<file path="config.mk">
export PLATFORM = sky130hd
export DESIGN_NAME = limit_switch_lifter_controller
export DESIGN_NICKNAME = d
export VERILOG_FILES = /design/src/hw/rtl/lslc_pkg.sv /design/src/hw/rtl/limit_switch_lifter_controller.sv
export SDC_FILE = /design/constraint.sdc
export NUM_CORES = 1
export LEC_CHECK = 0
export ABC_AREA = 1
export BUFFER_PORTS_ARGS = -buffer_cell sky130_fd_sc_hd__buf_2
export CAP_MARGIN = 20
export CORE_ASPECT_RATIO = 1.1
export CORE_MARGIN = 2
export CORE_UTILIZATION = 45
export DETAILED_ROUTE_END_ITERATION = 16
export SLEW_MARGIN = 20
export SYNTH_ARGS = -nofsm -noshare
export SYNTH_HDL_FRONTEND = slang
export SYNTH_SLANG_ARGS = --single-unit
export TNS_END_PERCENT = 50
</file>
<file path="constraint.sdc">
create_clock -name clk -period 1.52 [get_ports clk]
set_input_delay 0.152 -clock clk [delete_from_list [all_inputs] [get_ports clk]]
set_output_delay 0.152 -clock clk [all_outputs]
set_load 0.02 [all_outputs]
</file>
<file path="src/hw/rtl/lslc_pkg.sv">
// Shared types and constants of the limit-switch lifter controller.
// No dependencies; used by the top level and its checker.
package lslc_pkg;

  localparam int unsigned CFG_W       = 16;
  localparam int unsigned CFG_IDX_W   = 2;
  localparam int unsigned TIMER_BITS  = 16;

  localparam logic [CFG_W-1:0] MOVE_TIMEOUT_RST  = CFG_W'(14 * 1000);
  localparam logic [CFG_W-1:0] LEAVE_TIMEOUT_RST = CFG_W'(1000);

  typedef enum logic [CFG_IDX_W-1:0] {
    CFG_REVERSE_POLARITY = 2'd0,
    CFG_SLEEP_MODE       = 2'd1,
    CFG_MOVE_TIMEOUT     = 2'd2,
    CFG_LEAVE_TIMEOUT    = 2'd3
  } lslc_cfg_idx_t;

  typedef enum logic [1:0] {
    KIND_TICK      = 2'd0,
    KIND_CMD       = 2'd1,
    KIND_DOWN_EDGE = 2'd2,
    KIND_UP_EDGE   = 2'd3
  } lslc_kind_t;

  localparam logic [2:0] POS_DOWN    = 3'd0;
  localparam logic [2:0] POS_UP      = 3'd1;
  localparam logic [2:0] POS_MOVING  = 3'd2;
  localparam logic [2:0] POS_NEITHER = 3'd3;
  localparam logic [2:0] POS_BOTH    = 3'd4;

  localparam logic [2:0] EVT_NONE        = 3'd0;
  localparam logic [2:0] EVT_RAISE_START = 3'd1;
  localparam logic [2:0] EVT_LOWER_START = 3'd2;
  localparam logic [2:0] EVT_REACHED_DN  = 3'd3;
  localparam logic [2:0] EVT_REACHED_UP  = 3'd4;
  localparam logic [2:0] EVT_TIMEOUT     = 3'd5;

  localparam logic [1:0] FLT_NONE        = 2'd0;
  localparam logic [1:0] FLT_UP_NOT_LEFT = 2'd1;
  localparam logic [1:0] FLT_DN_NOT_LEFT = 2'd2;
  localparam logic [1:0] FLT_BOTH_ACTIVE = 2'd3;

endpackage

</file>
<file path="src/hw/rtl/limit_switch_lifter_controller.sv">
// Lifter motor controller: one transaction in, one result transaction out.
// Depends on lslc_pkg.
//
// Each result is registered and appears in the cycle after its item is accepted.
// Throughput: one item per cycle; the result register stalls input only when
// it holds a result that is not taken in the same cycle.
// Reset (rst_n low, synchronous): motor off, timers disarmed, registers at
// their defaults (move timeout 14000 ticks, leave timeout 1000 ticks).
module limit_switch_lifter_controller #(
  parameter int unsigned TIMER_BITS = lslc_pkg::TIMER_BITS
) (
  input  logic                           clk,
  input  logic                           rst_n,
  // Configuration
  input  logic                           cfg_we,
  input  logic [lslc_pkg::CFG_IDX_W-1:0] cfg_index,
  input  logic [lslc_pkg::CFG_W-1:0]     cfg_wdata,
  // Input channel
  input  logic                           in_valid,
  output logic                           in_ready,
  input  logic [1:0]                     in_kind,
  input  logic                           in_target,
  input  logic                           in_down_limit,
  input  logic                           in_up_limit,
  // Result channel
  output logic                           out_valid,
  input  logic                           out_ready,
  output logic                           out_drive_forward,
  output logic                           out_drive_reverse,
  output logic [2:0]                     out_position_code,
  output logic [2:0]                     out_event_code,
  output logic [1:0]                     out_fault_code,
  output logic                           out_started
);

  localparam int unsigned CW = lslc_pkg::CFG_W;

  // Configuration registers
  logic          reverse_polarity_r;
  logic          sleep_mode_r;
  logic [CW-1:0] move_timeout_r;
  logic [CW-1:0] leave_timeout_r;

  // Controller state
  logic                  moving_r,       moving_nxt;
  logic [1:0]            drive_r,        drive_nxt;
  logic [TIMER_BITS-1:0] move_timer_r,   move_timer_nxt;
  logic                  move_armed_r,   move_armed_nxt;
  logic [TIMER_BITS-1:0] leave_timer_r,  leave_timer_nxt;
  logic                  leave_armed_r,  leave_armed_nxt;
  logic                  leave_dir_r,    leave_dir_nxt;

  // Result register
  logic       out_valid_r;
  logic [1:0] out_drive_r;
  logic [2:0] out_pos_r;
  logic [2:0] out_evt_r;
  logic [1:0] out_flt_r;
  logic       out_started_r;

  logic       accept;
  logic [2:0] pos_nxt;
  logic [2:0] evt_nxt;
  logic [1:0] flt_nxt;
  logic       started_nxt;
  logic       fwd;
  logic       hit;

  logic [TIMER_BITS-1:0] move_load;
  logic [TIMER_BITS-1:0] leave_load;

  // Timeouts are saturated to the timer width when the timer is narrower.
  generate
    if (TIMER_BITS >= CW) begin : g_wide_timer
      assign move_load  = TIMER_BITS'(move_timeout_r);
      assign leave_load = TIMER_BITS'(leave_timeout_r);
    end else begin : g_narrow_timer
      assign move_load  = (|move_timeout_r[CW-1:TIMER_BITS]) ? '1
                                                              : move_timeout_r[TIMER_BITS-1:0];
      assign leave_load = (|leave_timeout_r[CW-1:TIMER_BITS]) ? '1
                                                               : leave_timeout_r[TIMER_BITS-1:0];
    end
  endgenerate

  assign in_ready = !out_valid_r || out_ready;
  assign accept   = in_valid && in_ready;

  always_ff @(posedge clk) begin
    if (!rst_n) begin
      reverse_polarity_r <= 1'b0;
      sleep_mode_r       <= 1'b0;
      move_timeout_r     <= lslc_pkg::MOVE_TIMEOUT_RST;
      leave_timeout_r    <= lslc_pkg::LEAVE_TIMEOUT_RST;
    end else if (cfg_we) begin
      case (lslc_pkg::lslc_cfg_idx_t'(cfg_index))
        lslc_pkg::CFG_REVERSE_POLARITY: reverse_polarity_r <= cfg_wdata[0];
        lslc_pkg::CFG_SLEEP_MODE:       sleep_mode_r       <= cfg_wdata[0];
        lslc_pkg::CFG_MOVE_TIMEOUT:     move_timeout_r     <= cfg_wdata;
        lslc_pkg::CFG_LEAVE_TIMEOUT:    leave_timeout_r    <= cfg_wdata;
        default: ;
      endcase
    end
  end

  always_comb begin
    moving_nxt      = moving_r;
    drive_nxt       = drive_r;
    move_timer_nxt  = move_timer_r;
    move_armed_nxt  = move_armed_r;
    leave_timer_nxt = leave_timer_r;
    leave_armed_nxt = leave_armed_r;
    leave_dir_nxt   = leave_dir_r;
    evt_nxt         = lslc_pkg::EVT_NONE;
    flt_nxt         = lslc_pkg::FLT_NONE;
    started_nxt     = 1'b0;
    fwd             = in_target ^ reverse_polarity_r;
    hit             = 1'b0;

    case (lslc_pkg::lslc_kind_t'(in_kind))
      lslc_pkg::KIND_TICK: begin
        if (move_armed_r) begin
          // A count of zero or one expires on this tick.
          if (move_timer_r[TIMER_BITS-1:1] == '0) begin
            move_timer_nxt = '0;
            move_armed_nxt = 1'b0;
            drive_nxt      = 2'b00;
            moving_nxt     = 1'b0;
            evt_nxt        = lslc_pkg::EVT_TIMEOUT;
          end else begin
            move_timer_nxt = move_timer_r - 1'b1;
          end
        end
        if (leave_armed_r) begin
          if (leave_timer_r[TIMER_BITS-1:1] == '0) begin
            leave_timer_nxt = '0;
            leave_armed_nxt = 1'b0;
            if (!leave_dir_r && in_up_limit) begin
              flt_nxt = lslc_pkg::FLT_UP_NOT_LEFT;
            end else if (leave_dir_r && in_down_limit) begin
              flt_nxt = lslc_pkg::FLT_DN_NOT_LEFT;
            end
          end else begin
            leave_timer_nxt = leave_timer_r - 1'b1;
          end
        end
      end
      lslc_pkg::KIND_CMD: begin
        if (!sleep_mode_r) begin
          if (!moving_r && in_down_limit && in_up_limit) begin
            flt_nxt = lslc_pkg::FLT_BOTH_ACTIVE;
          end else if (moving_r || (in_target ? !in_up_limit : !in_down_limit)) begin
            // While moving the position never equals the target, so it restarts.
            moving_nxt      = 1'b1;
            drive_nxt       = fwd ? 2'b01 : 2'b10;
            leave_dir_nxt   = in_target;
            leave_timer_nxt = leave_load;
            leave_armed_nxt = 1'b1;
            move_timer_nxt  = move_load;
            move_armed_nxt  = 1'b1;
            evt_nxt         = in_target ? lslc_pkg::EVT_RAISE_START
                                        : lslc_pkg::EVT_LOWER_START;
            started_nxt     = 1'b1;
          end
        end
      end
      lslc_pkg::KIND_DOWN_EDGE, lslc_pkg::KIND_UP_EDGE: begin
        hit = (in_kind == lslc_pkg::KIND_DOWN_EDGE) ? in_down_limit : in_up_limit;
        if (hit) begin
          move_timer_nxt = '0;
          move_armed_nxt = 1'b0;
          drive_nxt      = 2'b00;
          moving_nxt     = 1'b0;
          evt_nxt        = (in_kind == lslc_pkg::KIND_DOWN_EDGE) ? lslc_pkg::EVT_REACHED_DN
                                                                 : lslc_pkg::EVT_REACHED_UP;
        end
      end
      default: ;
    endcase

    if (moving_nxt) begin
      pos_nxt = lslc_pkg::POS_MOVING;
    end else if (in_down_limit && in_up_limit) begin
      pos_nxt = lslc_pkg::POS_BOTH;
    end else if (in_down_limit) begin
      pos_nxt = lslc_pkg::POS_DOWN;
    end else if (in_up_limit) begin
      pos_nxt = lslc_pkg::POS_UP;
    end else begin
      pos_nxt = lslc_pkg::POS_NEITHER;
    end
  end

  always_ff @(posedge clk) begin
    if (!rst_n) begin
      moving_r      <= 1'b0;
      drive_r       <= 2'b00;
      move_timer_r  <= '0;
      move_armed_r  <= 1'b0;
      leave_timer_r <= '0;
      leave_armed_r <= 1'b0;
      leave_dir_r   <= 1'b0;
    end else if (accept) begin
      moving_r      <= moving_nxt;
      drive_r       <= drive_nxt;
      move_timer_r  <= move_timer_nxt;
      move_armed_r  <= move_armed_nxt;
      leave_timer_r <= leave_timer_nxt;
      leave_armed_r <= leave_armed_nxt;
      leave_dir_r   <= leave_dir_nxt;
    end
  end

  always_ff @(posedge clk) begin
    if (!rst_n) begin
      out_valid_r <= 1'b0;
    end else if (accept) begin
      out_valid_r <= 1'b1;
    end else if (out_ready) begin
      out_valid_r <= 1'b0;
    end
  end

  always_ff @(posedge clk) begin
    if (accept) begin
      out_drive_r   <= drive_nxt;
      out_pos_r     <= pos_nxt;
      out_evt_r     <= evt_nxt;
      out_flt_r     <= flt_nxt;
      out_started_r <= started_nxt;
    end
  end

  assign out_valid         = out_valid_r;
  assign out_drive_forward = out_drive_r[0];
  assign out_drive_reverse = out_drive_r[1];
  assign out_position_code = out_pos_r;
  assign out_event_code    = out_evt_r;
  assign out_fault_code    = out_flt_r;
  assign out_started       = out_started_r;

endmodule

</file>
-- Yosys cells after proc, flatten, opt, wreduce, memory -nomap -nowiden
Index checks and enable logic that the tools add are counted.
- bits of input ports: 28
- logic and storage cells: 129
- output and inout port bits: 13
- flip-flop bits (word level): 84
- reductions and logical operators: 31
- multiplexer cells: 62
- bitwise operators: 4
- equal/unequal tests: 12
- add/sub/neg operators: 2
- operators by type and width (cell ; count):
    16-bit two-way mux ; 11
    16-bit case mux with 3 select lines ; 1
    2-bit two-way mux ; 19
    16-bit case mux with 2 select lines ; 1
    16-bit by 1-bit subtractor with 16-bit output, second input constant ; 2
    15-bit zero test ; 2
    1-bit two-way mux ; 19
    3-bit two-way mux ; 5
    5-bit AND reduction ; 3
    2-bit inequality test, second input constant ; 6
    6-bit AND reduction ; 2
    3-bit case mux with 3 select lines ; 1
    2-bit == test, second input constant ; 4
    2-bit AND reduction ; 4
    1-bit logical AND ; 6
    1-bit case mux with 3 select lines ; 2
    2-bit case mux with 3 select lines ; 1
    3-bit OR reduction ; 2
    1-bit zero test ; 5
    2-bit by 1-bit == test with 1-bit output, second input constant ; 2
    2-bit zero test ; 2
    2-bit case mux with 2 select lines ; 1
    2-bit nonzero test ; 2
    1-bit inverter ; 3
    4 further kinds ; 5

-- Depth between registers and ports, before layout
Gate-level depths: netlist (run 1).
- depth in word-level cells: 8
- mapped depth: 12
- mapped depth without buffers: 11

-- Least setup slack after synthesis (run 1)
Ideal clock, no wire load.
- path kind: reg2reg
- start point: register out_valid_r (netlist: out_valid)
- end point: register leave_timer_r[1]
- path buffers: 1
- stages on the path, launching flop included: 8
- setup slack: -0.038 ns
- data required time: 1.403 ns
- period minus slack after synthesis: 1.558 ns
- arrival time: 1.441 ns
- setup time: 0.117 ns
- cell sequence: dfxtp_1 -> nand2_1 -> nand2_1 -> nor2_4 -> nand3_2 -> buf_2 -> nor3_1 -> nor2_1
- longest elaborated chain between the ends: 4
- ends and longest elaborated chain (item ; line ; source):
    start: declaration ; limit_switch_lifter_controller.sv:54 ; logic out_valid_r;
    start signal: assignment ; limit_switch_lifter_controller.sv:215 ; out_valid_r <= 1'b0;
    start signal: assignment ; limit_switch_lifter_controller.sv:217 ; out_valid_r <= 1'b1;
    start signal: assignment ; limit_switch_lifter_controller.sv:219 ; out_valid_r <= 1'b0;
    1-bit zero test ; limit_switch_lifter_controller.sv:85 ; assign in_ready = !out_valid_r || out_ready;
    1-bit logical OR ; limit_switch_lifter_controller.sv:85 ;
    named net in_ready ; limit_switch_lifter_controller.sv:20 ; output logic in_ready,
    1-bit logical AND ; limit_switch_lifter_controller.sv:86 ; assign accept = in_valid && in_ready;
    6-bit AND reduction (no source line) ; n/a ;
    end signal: assignment ; limit_switch_lifter_controller.sv:207 ; leave_timer_r <= leave_timer_nxt;
    end: declaration ; limit_switch_lifter_controller.sv:49 ; logic [TIMER_BITS-1:0] leave_timer_r, leave_timer_nxt;
The timed path passes the listed nets, and every way through them passes these cells.
A chain may end at the register's enable or synchronous reset.

-- Worst setup path in the final report (run 1)
- start point: register moving_r
- end point: register move_timer_r[9]
- longest elaborated chain between the ends: 5
- elaborated cells on any way between the ends: 7
- classes of those cells: 2 x eq/ne; 5 x reduce/logical
- ends and longest elaborated chain (item ; line ; source):
    start: declaration ; limit_switch_lifter_controller.sv:45 ; logic moving_r, moving_nxt;
    start signal: assignment ; limit_switch_lifter_controller.sv:203 ; moving_r <= moving_nxt;
    1-bit zero test ; limit_switch_lifter_controller.sv:149 ; if (!moving_r && in_down_limit && in_up_limit) begin
    1-bit logical AND (2 in a row) ; limit_switch_lifter_controller.sv:149 ;
    2-bit inequality test (no source line) ; n/a ;
    6-bit AND reduction (no source line) (*) ; n/a ;
    end signal: assignment ; limit_switch_lifter_controller.sv:205 ; move_timer_r <= move_timer_nxt;
    end: declaration ; limit_switch_lifter_controller.sv:47 ; logic [TIMER_BITS-1:0] move_timer_r, move_timer_nxt;
Every way passes the cells marked *; elsewhere a longest branch is shown, timed or not.

==> flow_summary.yaml, run 1 <==
setup_path:
  r2r_setup_slack_ps: 80
  crit_required_ps: 1820
  end_kind: "register"
  r2r_cells: 10
  crit_buf_inv: 3
  cp_cell_sequence: "inv_2 -> nand3_1 -> nor2_4 -> nor2_4 -> buf_4 -> nand4_4 -> buf_4 -> nand2_1 -> nand2_1 -> nor2_1"
  crit_cells: 10
  slowest_stage: "dfxtp_2"
  critPathTopFamily: "simple AND/OR/NAND/NOR gates"
  start_kind: "register"
  path_class: "reg2reg"
  worst_path_largest_cell_delay_ps: 350
  cp_max_fo: 8
  cp.arrival_ps: 1740
floorplan:
  die_w_um: 99.4
  die-height_um: 109
  core_area_um2: 9790
  die-area_um2: 10800
  row_count: 38
  io_pins: 41
  start_util_pct: 46.0
synth:
  synth_edf_count: 11
  async_reset_ff_share_pct: 0
  synth_area_um2: 4510
  synthTopCellsByArea: "dfxtp_1 (32%), nand2_1 (16%), nor2_1 (11%)"
  synth_compound_area_share_pct: 10.2
  syn_area_per_cell_um2: 6.47
  yosysTopAreaCell: "dfxtp_1"
  synth_top_family_by_area: "simple AND/OR/NAND/NOR gates"
  synth_top_area_share_pct: 32.4
  ys_ff_latch: 84
  synth.most_common_cell: "nand2_1"
  synth_cells: 696
  synthAdderAreaFrac_pct: 0.555
  ys_top_cells_by_count: "nand2_1 (197), nor2_1 (129), dfxtp_1 (73)"
  synthSimpleGateAreaFrac_pct: 37.9
  ys.flop_type: "dfxtp_1"
  synth_nets: 726
  yosysSeqAreaShare_pct: 39.8
  synth-xor-area-share_pct: 2.33
  synth_warnings: 0
  yosys-mux-area-fraction_pct: 0
  synth_cell_type_count: 30
clocking:
  h-tree-depth: 3
  numCtsBuffers: 9
  cts_tree: "done"
  cts_root_buffer: "clkbuf_8"
  clk_latency_ps: 360
  cts.reportedPaths.clkPinSlew_ps: 90
  cts_buffer_depth: 2
  clock-sinks: 84
sta:
  slew_violations: 0
  worst_pin_slew_ps: 551
  hold_violations: 0
  setup_viol: 0
  timing.hold.ws_ps: 33.7
  setup_tns_ps: 0
  fin_crit_sh_pct: 94.8
  min_period_ps: 1440
  slew_headroom_pct: 63.2
  fin_worst_skew_ps: 9.77
  rsz0062_at_grt: "true"
  max_freq_mhz: 694
run_status:
  status: "complete, no violations"
route:
  dr.pass1.iters: 5
  drc: 0
  drtIter0Drc: 181
  routed_wl_mm: 12.4
  ant_nets: 0
  wl_per_cell_um: 13.7
  viasPerCell: 5.08
  dr_total_vias: 4594
final_layout:
  finalNetCount: 810
  area_delta_synth_final_pct: 22.7
  drive_gt1_share_pct: 18.9
  insertedDiodeCount: 0
  fin_cells: 905
  final_util_pct: 56.4
place:
  gp_congestion: 0.855
  hpwlAfterDp_mm: 8.87
  numPortBuffers: 40
  dp_cells: 879
global_routing:
  grt_pass1_vias: 4337
  grt_use_total_pct: 23.8
  grt_pass1_wl_mm: 20.3
  antenna_found_initial: 0
  overflow: 0
  grt_max_degree: 40
pwr:
  vdd_drop_max_mv: 0.554
  leakagePower_nw: 2.79
  power_density_nw_per_um2: 1050
min_path:
  hold_class: "in2reg"
  min_path_cells: 3
job:
  maxCapViolations: 0
through the flow:
step	worst slack (ps)	cell area (µm²)	power (mW)
after floorplan	48.3	4510	3.55
after global placement	-24.5	5160	4.11
after detailed placement	-69.5	5160	4.13
after CTS	11.2	5400	5.74
after global routing	-21.7	5530	6.16
final	79.6	5530	5.79
worst paths after layout:
| check | start | endpoint |
|---|---|---|
| worst max-delay path | moving_r | move_timer_r[9] |
| worst min-delay path | cfg_wdata[9] | leave_load[9] |
| worst max register to register | moving_r | move_timer_r[9] |
| worst min register to register | move_load[2] | move_load[2] |
cell type report:
| type | count | area [µm²] |
|---|---|---|
| Inverter | 75 | 282 |
| Clock inverter | 6 | 46.3 |
| Sequential cell | 84 | 1790 |
| Multi-Input combinational cell | 513 | 2390 |
| Clock buffer | 10 | 149 |
| Tap cell | 120 | 150 |
| Timing Repair Buffer | 97 | 711 |
| Fill cell | 994 | 4270 |
logic make-up after synthesis:
group,after synthesis
AND/OR/NAND/NOR,411
AO/OA/AOI/OAI,87
adder cells (fa/ha/maj),2
flip-flops,84
buffers and inverters,100
XOR/XNOR,12
worst min-delay path, stage by stage:
cell     delay (ps)
buf_2           100
nand2_1          50
nand3_1          70
sequential cells by signal, summed over array words and instances (netlist names), 2 cells and up:
register / flops
out_fault_code: 2
out_event_code: 3
drive_r: 2
move_timer_r: 16
out_drive_r: 2
out_position_code: 3
leave_timer_r: 16
leave_load: 16
move_load: 16
repair_timing:
action / CTS / global route
gates cloned: 1 / 0
hold buffers: 3 / 0
buffers inserted: 0 / 6
gates resized for setup: 0 / 29
endpoints found under the setup margin: 1 / 38
endpoints found under the hold margin: 3 / 0
pin swaps: 0 / 6
cells in the final DEF (no fill, tap or decap), types with 6 or more instances in the layout:
cell type | Yosys | routed
o21ai_0 | 35 | 34
nand2_1 | 197 | 194
buf_12 | 0 | 6
xor2_1 | 11 | 11
buf_2 | 9 | 40
dfxtp_1 | 73 | 71
nor2_2 | 2 | 12
nand4_1 | 7 | 7
nor3_1 | 6 | 6
nor2_4 | 3 | 7
buf_4 | 2 | 48
edfxtp_1 | 11 | 11
nand3_1 | 61 | 59
nor2_1 | 129 | 115
clkbuf_8 | 0 | 9
a21oi_1 | 43 | 42
inv_1 | 72 | 70
routing by layer:
metal  GRT usage, %  up-vias  routed length (µm)
met1           28.9     2090                5400
met3           3.72       13                 508
met5              0        -                   0
met4           8.51        0                 197
li1               -     2384                   -
met2           42.6      107                6240
power breakdown:
part | total [mW] | leakage, nW | switching (mW) | internal (mW)
registers | 2.51 | 0.711 | 0.100 | 2.41
logic | 1.68 | 1.99 | 1.00 | 0.683
clock network | 1.60 | 0.0940 | 0.893 | 0.702
total | 5.79 | 2.79 | 1.99 | 3.79
No activity file was read; power rests on OpenSTA's default activity.
==> run 2: changes to the inputs <==
- PLACE_DENSITY_LB_ADDON: not set -> 0.12
==> run 2 against run 1 <==
Cell count down 1.5%. Critical path type unchanged. Non-clock buffer count down 13. Via count down 4.2%.
==> flow_summary.yaml, run 2 (synthesis results as in run 1) <==
run_status:
  status: "complete, no violations"
final_layout:
  final_common_cell: "nand2_1"
  drive_gt1_share_pct: 16.9
  area_delta_synth_final_pct: 18.9
  finalNetCount: 796
  final_cell_mix: "nand2_1 (194), nor2_1 (118), dfxtp_1 (73)"
  insertedDiodeCount: 0
global_routing:
  grt_max_degree: 63
  overflow: 0
  grt_pass1_wl_mm: 19.0
  top_usage_layer: "met2"
  grt_pass1_vias: 4072
  grt_use_total_pct: 22.2
  antenna_found_initial: 0
  grt_use_met1_pct: 28.0
  grtUsageMet2_pct: 38.6
  met3_usage_pct: 3.85
sta:
  worst_pin_slew_ps: 593
  hold_violations: 0
  slew_violations: 0
  max_freq_mhz: 710
  rsz0062_at_grt: "false"
  setup_viol: 0
  fin_crit_sh_pct: 92.7
  fin_worst_skew_ps: 10.7
  slew_headroom_pct: 60.5
  timing.hold.ws_ps: 16.5
  min_period_ps: 1410
  setup_tns_ps: 0
floorplan:
  row_count: 38
  die_w_um: 99.4
  die-height_um: 109
  io_pins: 41
  die-area_um2: 10800
  core_area_um2: 9790
  start_util_pct: 46.0
pwr:
  p_int_mw: 3.72
  netSwitchingFraction_pct: 33.3
  p_total_mw: 5.57
  comb_power_share_pct: 28.3
  power_density_nw_per_um2: 1040
  p_sw_mw: 1.85
  pwr-share-clk_pct: 26.8
  p_seq_share_pct: 44.9
  leakagePower_nw: 2.73
  vdd_drop_max_mv: 0.572
min_path:
  min_path_cells: 3
  hold_class: "in2reg"
  hold_end: "move_load[9]"
  min-delay-start: "cfg_wdata[9]"
place:
  hpwlAfterDp_mm: 8.41
  gp_congestion: 0.864
  numPortBuffers: 40
clocking:
  holdBufCountCts: 0
  cts.reportedPaths.clkPinSlew_ps: 80
  cts_root_buffer: "clkbuf_8"
  cts_buffer_depth: 2
  numCtsBuffers: 9
  cts_tree: "done"
  h-tree-depth: 3
  clk_latency_ps: 360
  clock-sinks: 84
route:
  dr.pass1.iters: 4
  viasPerCell: 4.94
  drc: 0
  dr_total_vias: 4402
  wl_per_cell_um: 13.0
  routed_wl_mm: 11.6
  drtIter0Drc: 155
  ant_nets: 0
setup_path:
  cp_max_fo: 14
  rr_startpoint: "leave_timer_r[9]"
  start_kind: "register"
  end_kind: "register"
  r2r_cells: 9
  timing.rr.end: "leave_timer_r[6]"
  path_class: "reg2reg"
  cp.arrival_ps: 1660
  r2r_setup_slack_ps: 110
  crit_required_ps: 1770
job:
  maxCapViolations: 0
## run 2: cell types whose count changed in the layout (fill, tap and decap cells not counted), sizes merged
cell         before  now
buf              94   84
clkbuf           10   14
dlygate4sd3       3    0
inv              75   73
clkinv            4    3
clkinvlp          2    1
nand4             9    8
## run 2: worst max path at each step
stage / from / cells after the start / slack, ps / end
3_3_place_gp: leave_timer_r[4] / 8 / 40 / leave_timer_r[11]
4_1_cts: move_timer_r[3] / 7 / 1 / out_position_code[1]
3_5_place_dp: leave_timer_r[4] / 8 / -10 / leave_timer_r[11]
5_1_grt: move_timer_r[1] / 9 / 3 / move_timer_r[8]
6_report: leave_timer_r[9] / 9 / 110 / leave_timer_r[6]
2_1_floorplan: out_valid / 7 / 50 / leave_timer_r[1]
## run 2: metrics by stage
| stage | setup slack [ps] | area, µm² | util (%) | instances |
|---|---|---|---|---|
| 6_report | 111 | 5360 | 54.7 | 891 |
| 5_1_grt | 2.98 | 5360 | 54.7 | 891 |
| 4_1_cts | 1.12 | 5310 | 54.2 | 891 |
| 3_5_place_dp | -11.6 | 5110 | 52.2 | 874 |
| 3_3_place_gp | 36.7 | 5110 | 52.2 | 874 |
| 2_1_floorplan | 48.3 | 4510 | - | 696 |
## run 2: layout make-up
type | instances | area [µm²]
Multi-Input combinational cell | 512 | 2350
Fill cell | 979 | 4440
Clock inverter | 2 | 10.0
Clock buffer | 14 | 163
Inverter | 75 | 285
Timing Repair Buffer | 84 | 609
Tap cell | 120 | 150
Sequential cell | 84 | 1790
## run 2: worst max-delay path, stage by stage (launching register included)
cell        delay, ps
dfxtp_1           330
nor2_1            160
nand2_1            70
nor2_1            100
nand2_1           110
nand2_2           110
clkinvlp_4        110
buf_12            150
nand3_1            80
a21oi_1            60
## run 2: power groups by stage
| stage | clock [mW] | combinational, mW | sequential [mW] |
|---|---|---|---|
| final | 1.49 | 1.57 | 2.50 |
| after global routing | 1.62 | 1.77 | 2.52 |
| after CTS | 1.52 | 1.55 | 2.49 |
| after detailed placement | 0 | 1.51 | 2.54 |
| after global placement | 0 | 1.50 | 2.54 |
| after floorplan | 0 | 0.978 | 2.57 |
## run 2: metal layers
metal / share of wire [%] / routed length [µm]
met1: 47 / 5390
met2: 49 / 5620
met3: 3.1 / 364
met4: 1.7 / 194
met5: 0 / 0
## run 2: repair_timing
action	in CTS	in global routing
pin swaps	0	3
setup buffers	1	0
endpoints found under the setup margin	3	41
gates resized for setup	1	20
==> run 3: changes to the inputs <==
- CTS_BUF_LIST: not set -> sky130_fd_sc_hd__clkbuf_8
==> run 3 against run 2 <==
Power down 0.17%. Fmax decreased by 0.23%. Flip-flop and latch count did not move. Combinational power is essentially flat. Hold slack worse by 5.9 ps. Cell count did not move. First-iteration DRC count is 11% higher. Sequential power about the same. Routed wire length is 0.48% higher. Critical path depth unchanged. Cell area stayed put. Via count rose by 0.20%.
==> flow_summary.yaml, run 3 (synthesis results as in run 1) <==
final_layout:
  area_delta_synth_final_pct: 18.9
  finalNetCount: 796
  final_util_pct: 54.7
  drive_gt1_share_pct: 16.9
  nFillCells: 979
  final_cell_mix: "nand2_1 (194), nor2_1 (118), dfxtp_1 (73)"
  insertedDiodeCount: 0
  final_common_cell: "nand2_1"
sta:
  setup_viol: 0
  slew_violations: 0
  fin_ws_ps: 108
  worst_pin_slew_ps: 602
  fin_crit_sh_pct: 92.9
  rsz0062_at_grt: "false"
  min_period_ps: 1410
  hold_violations: 0
  slew_headroom_pct: 59.8
  fin_worst_skew_ps: 11.3
  timing.hold.ws_ps: 10.6
  max_freq_mhz: 708
floorplan:
  row_count: 38
  die-area_um2: 10800
  die-height_um: 109
  die_w_um: 99.4
  core_area_um2: 9790
  start_util_pct: 46.0
  io_pins: 41
clocking:
  h-tree-depth: 3
  cts.reportedPaths.clkPinSlew_ps: 90
  clk_latency_ps: 370
  holdBufCountCts: 0
  clock-sinks: 84
  cts_buffer_depth: 2
  cts_root_buffer: "clkbuf_8"
  numCtsBuffers: 9
  cts_tree: "done"
place:
  numPortBuffers: 40
  hpwlAfterDp_mm: 8.41
  gp_congestion: 0.864
  dpl_worst_slack_ps: -11.6
route:
  m1WireLength_mm: 5.36
  wl_met3_um: 421
  drc: 0
  dr_total_vias: 4411
  route.met2.wl_mm: 5.65
  dr.pass1.iters: 4
  routed_wl_mm: 11.6
  drtIter0Drc: 172
  wl_per_cell_um: 13.0
  maxUsedRoutingLayer: "met4"
  viasPerCell: 4.95
  ant_nets: 0
setup_path:
  r2r_setup_slack_ps: 110
  cp_max_fo: 12
  cp.arrival_ps: 1680
  crit_required_ps: 1790
  start_kind: "register"
  path_class: "reg2reg"
  end_kind: "register"
global_routing:
  antenna_found_initial: 0
  grt_use_total_pct: 22.2
  grt_pass1_vias: 4072
  overflow: 0
  grt_pass1_wl_mm: 19.0
  grt_max_degree: 63
min_path:
  hold_class: "in2reg"
job:
  maxCapViolations: 0
pwr:
  p_total_mw: 5.56
  leakagePower_nw: 2.74
  vdd_drop_max_mv: 0.572
  power_density_nw_per_um2: 1040
run_status:
  status: "complete, no violations"
## run 3: cell count changes in the layout (fill, tap and decap cells not counted), sizes merged
cell    previous run  this run
clkbuf            14        11
inv               73        76
## run 3: worst paths after layout
| kind | from | endpoint | depth (start not counted) |
|---|---|---|---|
| setup / recovery | move_timer_r[10] | move_timer_r[1] | 9 |
| hold / removal | cfg_wdata[9] | leave_load[9] | 3 |
| setup reg to reg | move_timer_r[10] | move_timer_r[1] | 9 |
| hold reg to reg | move_load[2] | move_load[2] | 2 |
## run 3: repair_timing
action | 4_1_cts | 5_1_grt
setup buffers | 1 | 0
pin swaps | 0 | 3
resized for setup | 1 | 20
endpoints found under the hold margin | 0 | 0
setup endpoints to repair | 3 | 41
## run 3: report_power, final
part	switching, mW	internal [mW]
registers	0.0965	2.41
logic	0.948	0.629
clock network	0.820	0.662
total	1.86	3.70
## run 3: per-layer routing
| layer | track usage, % | up-vias |
|---|---|---|
| li1 | - | 2346 |
| met4 | 7.44 | 0 |
| met3 | 3.85 | 15 |
| met5 | 0 | - |
| met1 | 28.0 | 1976 |
| met2 | 38.6 | 74 |
## run 3: through the flow
step / setup TNS [ps] / area [µm²] / cells
2_1_floorplan: 0 / 4510 / 696
3_3_place_gp: 0 / 5110 / 874
3_5_place_dp: -11.6 / 5110 / 874
4_1_cts: 0 / 5310 / 891
5_1_grt: 0 / 5360 / 891
6_report: 0 / 5360 / 891
## run 3: final cells by class
type / instances / area (µm²) / share of cell area [%]
Multi-Input combinational cell: 512 / 2350 / 43.8
Sequential cell: 84 / 1790 / 33.5
Clock buffer: 11 / 151 / 2.83
Inverter: 75 / 285 / 5.33
Clock inverter: 5 / 21.3 / 0.397
Tap cell: 120 / 150 / 2.80
Timing Repair Buffer: 84 / 609 / 11.4
## run 3: critical path, cell delays in order, from the launching register on
cell and delay [ps]:
dfxtp_1 350, nor2_1 140, nand2_1 100, nor2_2 130, nand2_1 90, nand2_1 130
buf_12 150, o21ai_0 80, nor2_1 100, nor2_1 40
